### src/sv/ipt_pkg.sv
`timescale 1ns / 1ps

package ipt_pkg;

  // index, duration, phase and tick widths
  localparam int unsigned IdxW = 6;
  localparam int unsigned DurW = 16;
  localparam int unsigned PhaseW = 17;
  localparam int unsigned TickW = 9;

  localparam logic [7:0] RepeatDelayReset = 8'd64;
  localparam logic [7:0] SegBlank = 8'h7F;
  localparam logic [7:0] SegDpMask = 8'h7F;
  localparam logic [7:0] SegAllOff = 8'hFF;

  // digit positions on the display
  localparam logic [1:0] DigOnTens = 2'd0;
  localparam logic [1:0] DigOnOnes = 2'd1;
  localparam logic [1:0] DigOffTens = 2'd2;
  localparam logic [1:0] DigOffOnes = 2'd3;

  // input word: one tick with its button levels
  typedef struct packed {
    logic force_on;
    logic on_down;
    logic on_up;
    logic off_down;
    logic off_up;
    logic pause_key;
  } ipt_in_t;

  // output word: one display step
  typedef struct packed {
    logic       pump_on;
    logic [7:0] segments_n;
    logic [1:0] digit_select;
  } ipt_out_t;

  // display control between the timer core and the digit decoder
  typedef struct packed {
    logic [1:0] sel;
    logic       pump;
    logic       blank;
  } ipt_disp_ctl_t;

  // log-scale duration table, indices past the end read the last entry
  function automatic logic [DurW-1:0] ipt_duration(input logic [IdxW-1:0] idx);
    logic [DurW-1:0] d;
    unique case (idx)
      6'd0:  d = 16'd0;
      6'd1:  d = 16'd1;
      6'd2:  d = 16'd2;
      6'd3:  d = 16'd3;
      6'd4:  d = 16'd4;
      6'd5:  d = 16'd6;
      6'd6:  d = 16'd7;
      6'd7:  d = 16'd10;
      6'd8:  d = 16'd13;
      6'd9:  d = 16'd18;
      6'd10: d = 16'd24;
      6'd11: d = 16'd32;
      6'd12: d = 16'd42;
      6'd13: d = 16'd56;
      6'd14: d = 16'd75;
      6'd15: d = 16'd100;
      6'd16: d = 16'd133;
      6'd17: d = 16'd177;
      6'd18: d = 16'd236;
      6'd19: d = 16'd315;
      6'd20: d = 16'd420;
      6'd21: d = 16'd561;
      6'd22: d = 16'd747;
      6'd23: d = 16'd997;
      6'd24: d = 16'd1329;
      6'd25: d = 16'd1772;
      6'd26: d = 16'd2362;
      6'd27: d = 16'd3150;
      6'd28: d = 16'd4199;
      6'd29: d = 16'd5599;
      6'd30: d = 16'd7466;
      6'd31: d = 16'd9954;
      6'd32: d = 16'd13272;
      6'd33: d = 16'd17696;
      6'd34: d = 16'd23595;
      6'd35: d = 16'd31460;
      6'd36: d = 16'd41946;
      6'd37: d = 16'd55928;
      default: d = 16'd65535;
    endcase
    return d;
  endfunction

  // tens digit of a six-bit index
  function automatic logic [2:0] ipt_tens(input logic [IdxW-1:0] idx);
    logic [2:0] t;
    priority if (idx >= 6'd60) t = 3'd6;
    else if (idx >= 6'd50) t = 3'd5;
    else if (idx >= 6'd40) t = 3'd4;
    else if (idx >= 6'd30) t = 3'd3;
    else if (idx >= 6'd20) t = 3'd2;
    else if (idx >= 6'd10) t = 3'd1;
    else t = 3'd0;
    return t;
  endfunction

  // active-low seven-segment patterns
  function automatic logic [7:0] ipt_glyph(input logic [3:0] dig);
    logic [7:0] g;
    unique case (dig)
      4'd0: g = 8'hC0;
      4'd1: g = 8'hF9;
      4'd2: g = 8'hA4;
      4'd3: g = 8'hB0;
      4'd4: g = 8'h99;
      4'd5: g = 8'h92;
      4'd6: g = 8'h82;
      4'd7: g = 8'hF8;
      4'd8: g = 8'h80;
      4'd9: g = 8'h90;
      default: g = SegAllOff;
    endcase
    return g;
  endfunction

endpackage

### src/sv/ipt_stream_if.sv
`timescale 1ns / 1ps

// valid/ready channel carrying one word of payload_t
interface ipt_stream_if #(
  parameter type payload_t = logic
) ();
  logic     valid;
  logic     ready;
  payload_t data;

  modport source (output valid, output data, input ready);
  modport sink (input valid, input data, output ready);
endinterface

### src/sv/ipt_display.sv
`timescale 1ns / 1ps

module ipt_display (
  input  logic [ipt_pkg::IdxW-1:0] on_idx_i,
  input  logic [ipt_pkg::IdxW-1:0] off_idx_i,
  input  ipt_pkg::ipt_disp_ctl_t   ctl_i,
  output logic [7:0]               seg_o
);

  logic [ipt_pkg::IdxW-1:0] idx;
  logic [2:0]               tens;
  logic [ipt_pkg::IdxW-1:0] tens_x10;
  logic [ipt_pkg::IdxW-1:0] ones_w;
  logic [3:0]               dig;
  logic [7:0]               seg;

  // pick the index for this digit and split it into tens and ones
  always_comb begin
    idx = (ctl_i.sel[1]) ? off_idx_i : on_idx_i;
    tens = ipt_pkg::ipt_tens(idx);
    tens_x10 = {3'b000, tens} * 6'd10;
    ones_w = idx - tens_x10;
    dig = (ctl_i.sel[0]) ? ones_w[3:0] : {1'b0, tens};
  end

  // glyph, decimal point on the last digit, blink blanking
  always_comb begin
    seg = ipt_pkg::ipt_glyph(dig);
    if (ctl_i.sel == ipt_pkg::DigOffOnes && ctl_i.pump) begin
      seg = seg & ipt_pkg::SegDpMask;
    end
    if (ctl_i.blank) begin
      seg = seg | ipt_pkg::SegBlank;
    end
    seg_o = seg;
  end

endmodule

### src/sv/interval_pump_timer_with_display_top.sv
`timescale 1ns / 1ps
// an accepted tick word is stepped from the input register into the output register
// throughput: one tick word per cycle unless the output stalls; input register and
// output register let a new word in while the previous output waits
// reset (rst_ni low, asynchronous): both word registers empty, paused, on index 3,
// off index 38 (both clamped to LEVELS-1), counters zero, repeat delay 64
module interval_pump_timer_with_display_top #(
  parameter int unsigned LEVELS = 39
) (
  input  logic       clk_i,
  input  logic       rst_ni,
  input  logic       cfg_we_i,
  input  logic [7:0] cfg_wdata_i,
  ipt_stream_if.sink   in_i,
  ipt_stream_if.source out_o
);

  localparam logic [ipt_pkg::IdxW-1:0] IdxMax = ipt_pkg::IdxW'(LEVELS - 1);
  localparam logic [ipt_pkg::IdxW-1:0] OnIdxReset = (LEVELS - 1 < 3) ? IdxMax : 6'd3;
  localparam logic [ipt_pkg::IdxW-1:0] OffIdxReset = (LEVELS - 1 < 38) ? IdxMax : 6'd38;

  // handshake and word registers
  logic                  s1_valid_q, s1_valid_d;
  ipt_pkg::ipt_in_t      s1_data_q;
  logic                  out_valid_q, out_valid_d;
  ipt_pkg::ipt_out_t     out_data_q, out_data_d;
  logic                  adv, step, in_fire;

  // timer state
  logic [7:0]                 delay_q;
  logic [ipt_pkg::IdxW-1:0]   on_idx_q, on_idx_d;
  logic [ipt_pkg::IdxW-1:0]   off_idx_q, off_idx_d;
  logic [ipt_pkg::PhaseW-1:0] phase_q, phase_d;
  logic [ipt_pkg::TickW-1:0]  tick_q, tick_d;
  logic [1:0]                 digit_q, digit_d;
  logic [7:0]                 hold_q, hold_d;
  logic                       paused_q, paused_d;
  logic                       pkey_last_q, pkey_last_d;

  logic [ipt_pkg::DurW-1:0]   on_dur, off_dur;
  logic [ipt_pkg::PhaseW-1:0] span;
  logic                       pump;
  ipt_pkg::ipt_disp_ctl_t     disp_ctl;
  logic [7:0]                 seg;

  // flow control
  assign adv = !out_valid_q || out_o.ready;
  assign step = s1_valid_q && adv;
  assign in_i.ready = !s1_valid_q || adv;
  assign in_fire = in_i.valid && in_i.ready;
  assign out_o.valid = out_valid_q;
  assign out_o.data = out_data_q;

  always_comb begin
    s1_valid_d = s1_valid_q;
    if (in_fire) begin
      s1_valid_d = 1'b1;
    end else if (step) begin
      s1_valid_d = 1'b0;
    end
    out_valid_d = out_valid_q;
    if (step) begin
      out_valid_d = 1'b1;
    end else if (out_o.ready) begin
      out_valid_d = 1'b0;
    end
  end

  // phase counter and pump decision
  always_comb begin
    tick_d = tick_q + 9'd1;
    on_dur = ipt_pkg::ipt_duration(on_idx_q);
    off_dur = ipt_pkg::ipt_duration(off_idx_q);
    span = {1'b0, on_dur} + {1'b0, off_dur};
    phase_d = (phase_q >= span) ? '0 : phase_q + 17'd1;
    pump = !paused_q && ((phase_d > {1'b0, off_dur}) || s1_data_q.force_on);
    digit_d = digit_q + 2'd1;
  end

  // display step uses the indices before this tick's buttons
  always_comb begin
    disp_ctl.sel = digit_q;
    disp_ctl.pump = pump;
    disp_ctl.blank = paused_q && tick_d[ipt_pkg::TickW-1];
  end

  ipt_display u_display (
    .on_idx_i  (on_idx_q),
    .off_idx_i (off_idx_q),
    .ctl_i     (disp_ctl),
    .seg_o     (seg)
  );

  always_comb begin
    out_data_d.pump_on = pump;
    out_data_d.segments_n = seg;
    out_data_d.digit_select = digit_q;
  end

  // buttons with repeat hold-off and pause toggle
  always_comb begin
    on_idx_d = on_idx_q;
    off_idx_d = off_idx_q;
    hold_d = hold_q;
    paused_d = paused_q;
    pkey_last_d = pkey_last_q;
    if (hold_q != 8'd0) begin
      hold_d = hold_q - 8'd1;
    end else begin
      if (s1_data_q.on_down) begin
        if (on_idx_d != '0) on_idx_d = on_idx_d - 6'd1;
        hold_d = delay_q;
      end
      if (s1_data_q.on_up) begin
        if (on_idx_d < IdxMax) on_idx_d = on_idx_d + 6'd1;
        hold_d = delay_q;
      end
      if (s1_data_q.off_down) begin
        if (off_idx_d != '0) off_idx_d = off_idx_d - 6'd1;
        hold_d = delay_q;
      end
      if (s1_data_q.off_up) begin
        if (off_idx_d < IdxMax) off_idx_d = off_idx_d + 6'd1;
        hold_d = delay_q;
      end
      if (s1_data_q.pause_key && !pkey_last_q) begin
        paused_d = !paused_q;
        hold_d = delay_q;
      end
      pkey_last_d = s1_data_q.pause_key;
    end
  end

  // control registers
  always_ff @(posedge clk_i or negedge rst_ni) begin
    if (!rst_ni) begin
      s1_valid_q <= 1'b0;
      out_valid_q <= 1'b0;
      delay_q <= ipt_pkg::RepeatDelayReset;
      on_idx_q <= OnIdxReset;
      off_idx_q <= OffIdxReset;
      phase_q <= '0;
      tick_q <= '0;
      digit_q <= '0;
      hold_q <= '0;
      paused_q <= 1'b1;
      pkey_last_q <= 1'b0;
    end else begin
      s1_valid_q <= s1_valid_d;
      out_valid_q <= out_valid_d;
      if (cfg_we_i) begin
        delay_q <= cfg_wdata_i;
      end
      if (step) begin
        on_idx_q <= on_idx_d;
        off_idx_q <= off_idx_d;
        phase_q <= phase_d;
        tick_q <= tick_d;
        digit_q <= digit_d;
        hold_q <= hold_d;
        paused_q <= paused_d;
        pkey_last_q <= pkey_last_d;
      end
    end
  end

  // word registers
  always_ff @(posedge clk_i) begin
    if (in_fire) begin
      s1_data_q <= in_i.data;
    end
    if (step) begin
      out_data_q <= out_data_d;
    end
  end

endmodule

### src/flat_wrapper.sv
// flat-port wrapper written by rule: the top's interface ports become plain ports
module interval_pump_timer_with_display_top_flat 
#(
  parameter int unsigned LEVELS = 39
)
  (clk_i, rst_ni, cfg_we_i, cfg_wdata_i, in_i_valid, in_i_data, in_i_ready, out_o_valid, out_o_data, out_o_ready);
  ipt_stream_if #(.payload_t(ipt_pkg::ipt_in_t)) in_i_i ();
  ipt_stream_if #(.payload_t(ipt_pkg::ipt_out_t)) out_o_i ();
  input  logic clk_i;
  input  logic rst_ni;
  input  logic cfg_we_i;
  input  logic [7:0] cfg_wdata_i;
  input wire logic [$bits(in_i_i.valid)-1:0] in_i_valid;
  input wire logic [$bits(in_i_i.data)-1:0] in_i_data;
  output wire logic [$bits(in_i_i.ready)-1:0] in_i_ready;
  output wire logic [$bits(out_o_i.valid)-1:0] out_o_valid;
  output wire logic [$bits(out_o_i.data)-1:0] out_o_data;
  input wire logic [$bits(out_o_i.ready)-1:0] out_o_ready;
  assign in_i_i.valid = in_i_valid;
  assign in_i_i.data = in_i_data;
  assign in_i_ready = in_i_i.ready;
  assign out_o_valid = out_o_i.valid;
  assign out_o_data = out_o_i.data;
  assign out_o_i.ready = out_o_ready;
  interval_pump_timer_with_display_top #(.LEVELS(LEVELS)) u_core (.clk_i(clk_i), .rst_ni(rst_ni), .cfg_we_i(cfg_we_i), .cfg_wdata_i(cfg_wdata_i), .in_i(in_i_i), .out_o(out_o_i));
endmodule
### config.mk
export PLATFORM = sky130hd
export DESIGN_NAME = interval_pump_timer_with_display_top_flat
export DESIGN_NICKNAME = d
export VERILOG_FILES = /design/src/sv/ipt_pkg.sv /design/src/sv/ipt_stream_if.sv /design/src/sv/ipt_display.sv /design/src/sv/interval_pump_timer_with_display_top.sv /design/src/flat_wrapper.sv
export SDC_FILE = /design/constraint.sdc
export NUM_CORES = 1
export LEC_CHECK = 0
export BUFFER_PORTS_ARGS = -buffer_cell sky130_fd_sc_hd__buf_2
export CAP_MARGIN = 20
export CORE_MARGIN = 2
export CORE_UTILIZATION = 43
export CTS_CLUSTER_SIZE = 40
export DETAILED_ROUTE_END_ITERATION = 8
export PLACE_DENSITY = 0.56
export SLEW_MARGIN = 25
export SYNTH_ARGS = -nofsm -noshare
export SYNTH_HDL_FRONTEND = slang
export SYNTH_SLANG_ARGS = --single-unit
### constraint.sdc
create_clock -name clk_i -period 8.81 [get_ports clk_i]
set_input_delay 0.4405 -clock clk_i [delete_from_list [all_inputs] [get_ports clk_i]]
set_output_delay 0.4405 -clock clk_i [all_outputs]
set_load 0.005 [all_outputs]
==> impl.org <==
** Finish
- Area growth from synthesis to layout :: 7.626%
- Once layout is complete, the utilization of the core stands at between 40% and 50%.
- The finished cells cover 8388 um2.
- Number of filler instances in the final layout :: ~1800
- The number of antenna diodes in the final layout is 0.
- Fraction of final layout cells sized beyond drive strength 1 :: between 10 and 15%
- The count of cells in the finished layout, fillers not included, comes to approximately 1200.
- At the end of the flow, the number of nets in the layout was between 1000 and 1500.

** Logic synthesis
- Total of flip-flops plus latches after synthesis :: 77
- Sorting the synthesized cells by area gives the leading types as dfrtp_1, ha_1, edfxtp_1, a21oi_1, o21ai_0.
- The synthesized design devotes to its leading area cell type between 10% and 20% of total area.
- The most common cell in the synthesized netlist is nand2_1.
- Synthesized area divided by synthesized cell count :: a little over 8 um2
- Distinct cells, synth :: 88
- Count of flip-flops with a built-in enable after synthesis :: 17
- By count the netlist is led by nand2_1, nor2_1, ha_1, a21oi_1, o21ai_0.
- Most used DFF post-synth :: dfrtp_1
- During synthesis, Yosys emitted a total of 0 warnings.
- Portion of the post-synthesis area used by sequential elements :: between 20% and 30%
- Post-synth net total :: roughly 1100
- In this run the cell area of the synthesized design comes to about 7800 um2.
- Of all cell types, the one taking the most synthesized area is dfrtp_1.
- Gate Count Post-Synth :: 957
- In the synthesized netlist the async set-or-reset flop fraction comes to 77.92%.

** Run status
- The run finished with clean final reports.

** Critical path
- Arrival time of data at the critical path endpoint :: around 7.6 ns
- Maximum fanout count along the critical path :: 42
- The number of buffers and inverters on the critical path is 1.
- The worst setup path is captured at a flop.
- Setup CP Type :: reg -> reg
- The slowest stage of the critical path is the dfstp_2 cell.
- Data required, critical path :: 8.90 ns
- Worst setup SP type :: flop
- Maximum single-stage delay on the critical path :: approximately 1 ns
- The cell family contributing the most delay on the critical path is compound AO/OA/AOI/OAI gates.

** Power and ir drop
- Maximum vdd ir drop :: roughly 0.17 mV
- Total power per unit cell area :: around 260 nW/um2
- In this run the static leakage power is 3.705 nW.

** Floorplanning
- The die covers 19220 um2.
- CORE AREA :: about 18000 um2
- Die outline height :: between 100 and 150 um
- Initial core utilization :: between 40% and 50%
- The floorplan has a little under 50 rows.
- Die Wd :: 138.6 um
- Count of pins on the block boundary :: 32

** Clock network
- Buffers from clock root to sink, at most :: 2
- Number of buffers inserted during clock tree synthesis :: 9
- Latest clock arrival within the worst-skew pair :: between 0.3 and 0.4 ns
- Num Clock Sinks :: just under 80
- Once the clock tree was built, the resizer swapped 0 gates to a different size.
- Number of H-tree levels :: 3
- TritonCTS built the clock tree.
- Root cell of the clock tree :: clkbuf_16
- After clock tree synthesis, the setup repair step added 0 buffers.
- The number of hold buffers added after CTS was 0.
- Clock-pin slew of the registers on the worst-case setup and hold paths :: around 0.070 ns

** Detailed routing
- Detailed Route WL :: about 20000 um
- Number of iterations in the first detailed-routing pass :: 6
- Post-route ant nets :: 0
- Remaining routing DRC violations :: 0
- Number of design-rule violations left by the first detailed-router iteration :: 547
- Via count :: ~6800
- After detailed routing, the average wire length per cell comes to between 15 and 20 um.
- Dividing the detail-routed via count by the number of cells gives roughly 5.7.

** GRT
- The number of antenna violations at the first check in global routing is 0.
- After global routing the overflow that remains totals 0.
- First-pass GRT wire length :: ~33000 um
- Pin count of the biggest net entering global routing :: 61
- In the global route stage, overall resource usage came out at between 20% and 30%.
- Number of global-route vias before repair :: 6426

** Timing
- Minimum clock period after layout :: 7.506 ns
- For the final database, setup skew stands at ~0.012 ns.
- Setup total negative slack on the finished layout was measured at 0 ns.
- The number of max-slew violations in the final report came to 0.
- The number of hold-slack violations in the final timing report is 0.
- Relative slew margins :: 34.07%
- Final worst-path cycle share :: a little under nine tenths
- Setup violations remaining at the end of the flow were counted as 0.
- Fmax :: 133.2 MHz
- At the pin with the least slew margin, the transition time is just under 1 ns.
- Setup repair after global routing left no endpoint under its margin.

** Placement
- Final HPWL from detailed placement :: about 15000 um
- Counting tap cells, the placed design contains a total of roughly 1200 instances.
- The congestion estimate from routability-driven global placement came to roughly 0.90.
- Area after detailed placement :: 8063 um2
- Buffers placed on the I/O ports in this run total 31.

** Flow run
- MaxCap Viol Count :: 0

** Min path
- Hold crit path type :: in -> async
[area by class of cell]
type	count	area [um2]	area share, %
clock buffers	9	225.2	2.685
clock inverters	7	91.34	1.089
inverters	46	172.7	2.058
multi-input cells	783	5391	64.28
flip-flops and latches	77	2021	24.09
well taps	229	286.5	3.416
repair buffers	37	200.2	2.387
[logic make-up after synthesis]
kind of cell / synth area share [%]
simple gates: 20.10
compound gates: 25.12
fa+ha+maj: 13.81
flops: 25.93
buf+inv: 5.009
mux: 3.981
xor+xnor: 6.052
[worst reg2reg max path, delay by kind of cell (launching register included)]
kind | cells | cell delay (ns)
flops | 1 | 0.99
xor+xnor | 1 | 0.13
simple gates | 5 | 0.70
compound gates | 18 | 4.07
fa+ha+maj | 3 | 1.00
buf+inv | 1 | 0.37
[layout by cell type (no fill, tap or decap), drive strengths merged, types with 5 or more instances in the layout]
| master | count |
|---|---|
| nand4 | 9 |
| nand2 | 95 |
| mux2 | 16 |
| a21oi | 77 |
| nor2b | 19 |
| o21a | 9 |
| dfstp | 7 |
| nor3 | 19 |
| inv | 48 |
| a21o | 22 |
| nor2 | 90 |
| o21ai | 79 |
| xor2 | 20 |
| mux2i | 11 |
| dfrtp | 53 |
| a211o | 6 |
| and2 | 6 |
| buf | 37 |
| o21bai | 5 |
| xnor2 | 33 |
| o31ai | 6 |
| or2 | 5 |
| a31oi | 16 |
| edfxtp | 17 |
| o211ai | 11 |
| ha | 82 |
| a211oi | 14 |
| a22o | 15 |
| clkbuf | 9 |
| nand2b | 18 |
| and3 | 14 |
| nand3 | 20 |
[per-layer routing]
metal | global-route usage, % | vias up | share of wire, %
li1 | - | 3462 | -
met1 | 29.47 | 3196 | 49
met2 | 33.98 | 149 | 46
met3 | 2.866 | 22 | 3.9
met4 | 6.326 | 0 | 1.8
met5 | 0 | - | 0
[where the power goes]
group / switching [mW] / total [mW] / internal (mW)
sequential: 0.125 / 0.601 / 0.476
clock: 0.173 / 0.400 / 0.227
combinational: 0.673 / 1.15 / 0.481
total: 0.971 / 2.15 / 1.18
[worst paths after layout]
path | from | endpoint | slack [ns] | depth (start not counted)
min | rst_ni | u_core.hold_q[1] | 0.26 | 2
max in group asynchronous | rst_ni | u_core.on_idx_q[3] | 8.02 | 2
max reg2reg | u_core.off_idx_q[2] | u_core.out_o.data[10] | 1.30 | 28
min reg2reg | u_core.hold_q[7] | u_core.hold_q[7] | 0.48 | 1
min in group clk_i | in_i_data[5] | u_core.s1_data_q[5] | 0.26 | 1
max | u_core.off_idx_q[2] | u_core.out_o.data[10] | 1.30 | 28
[through the flow]
step / setup WS, ns / total power, mW / hold slack (ns)
after global placement: 1.444 / 1.752 / 0.4642
after global routing: 0.6848 / 2.364 / 0.2540
after floorplan: 1.980 / 1.481 / 0.1449
after CTS: 1.399 / 2.163 / 0.2509
after detailed placement: 1.418 / 1.753 / 0.4750
final: 1.304 / 2.154 / 0.2590
[sequential cells by signal, summed over array words and instances (netlist names)]
signal / cells
u_core.hold_q: 8
u_core.delay_q: 8
u_core.phase_q: 17
u_core.on_idx_q: 6
u_core.tick_q: 9
u_core.out_o.valid: 1
u_core.pkey_last_q: 1
u_core.out_o.data: 11
u_core.off_idx_q: 6
u_core.digit_q: 2
u_core.s1_data_q: 6
u_core.paused_q: 1
u_core.s1_valid_q: 1
(Power assumes the default switching activity.)
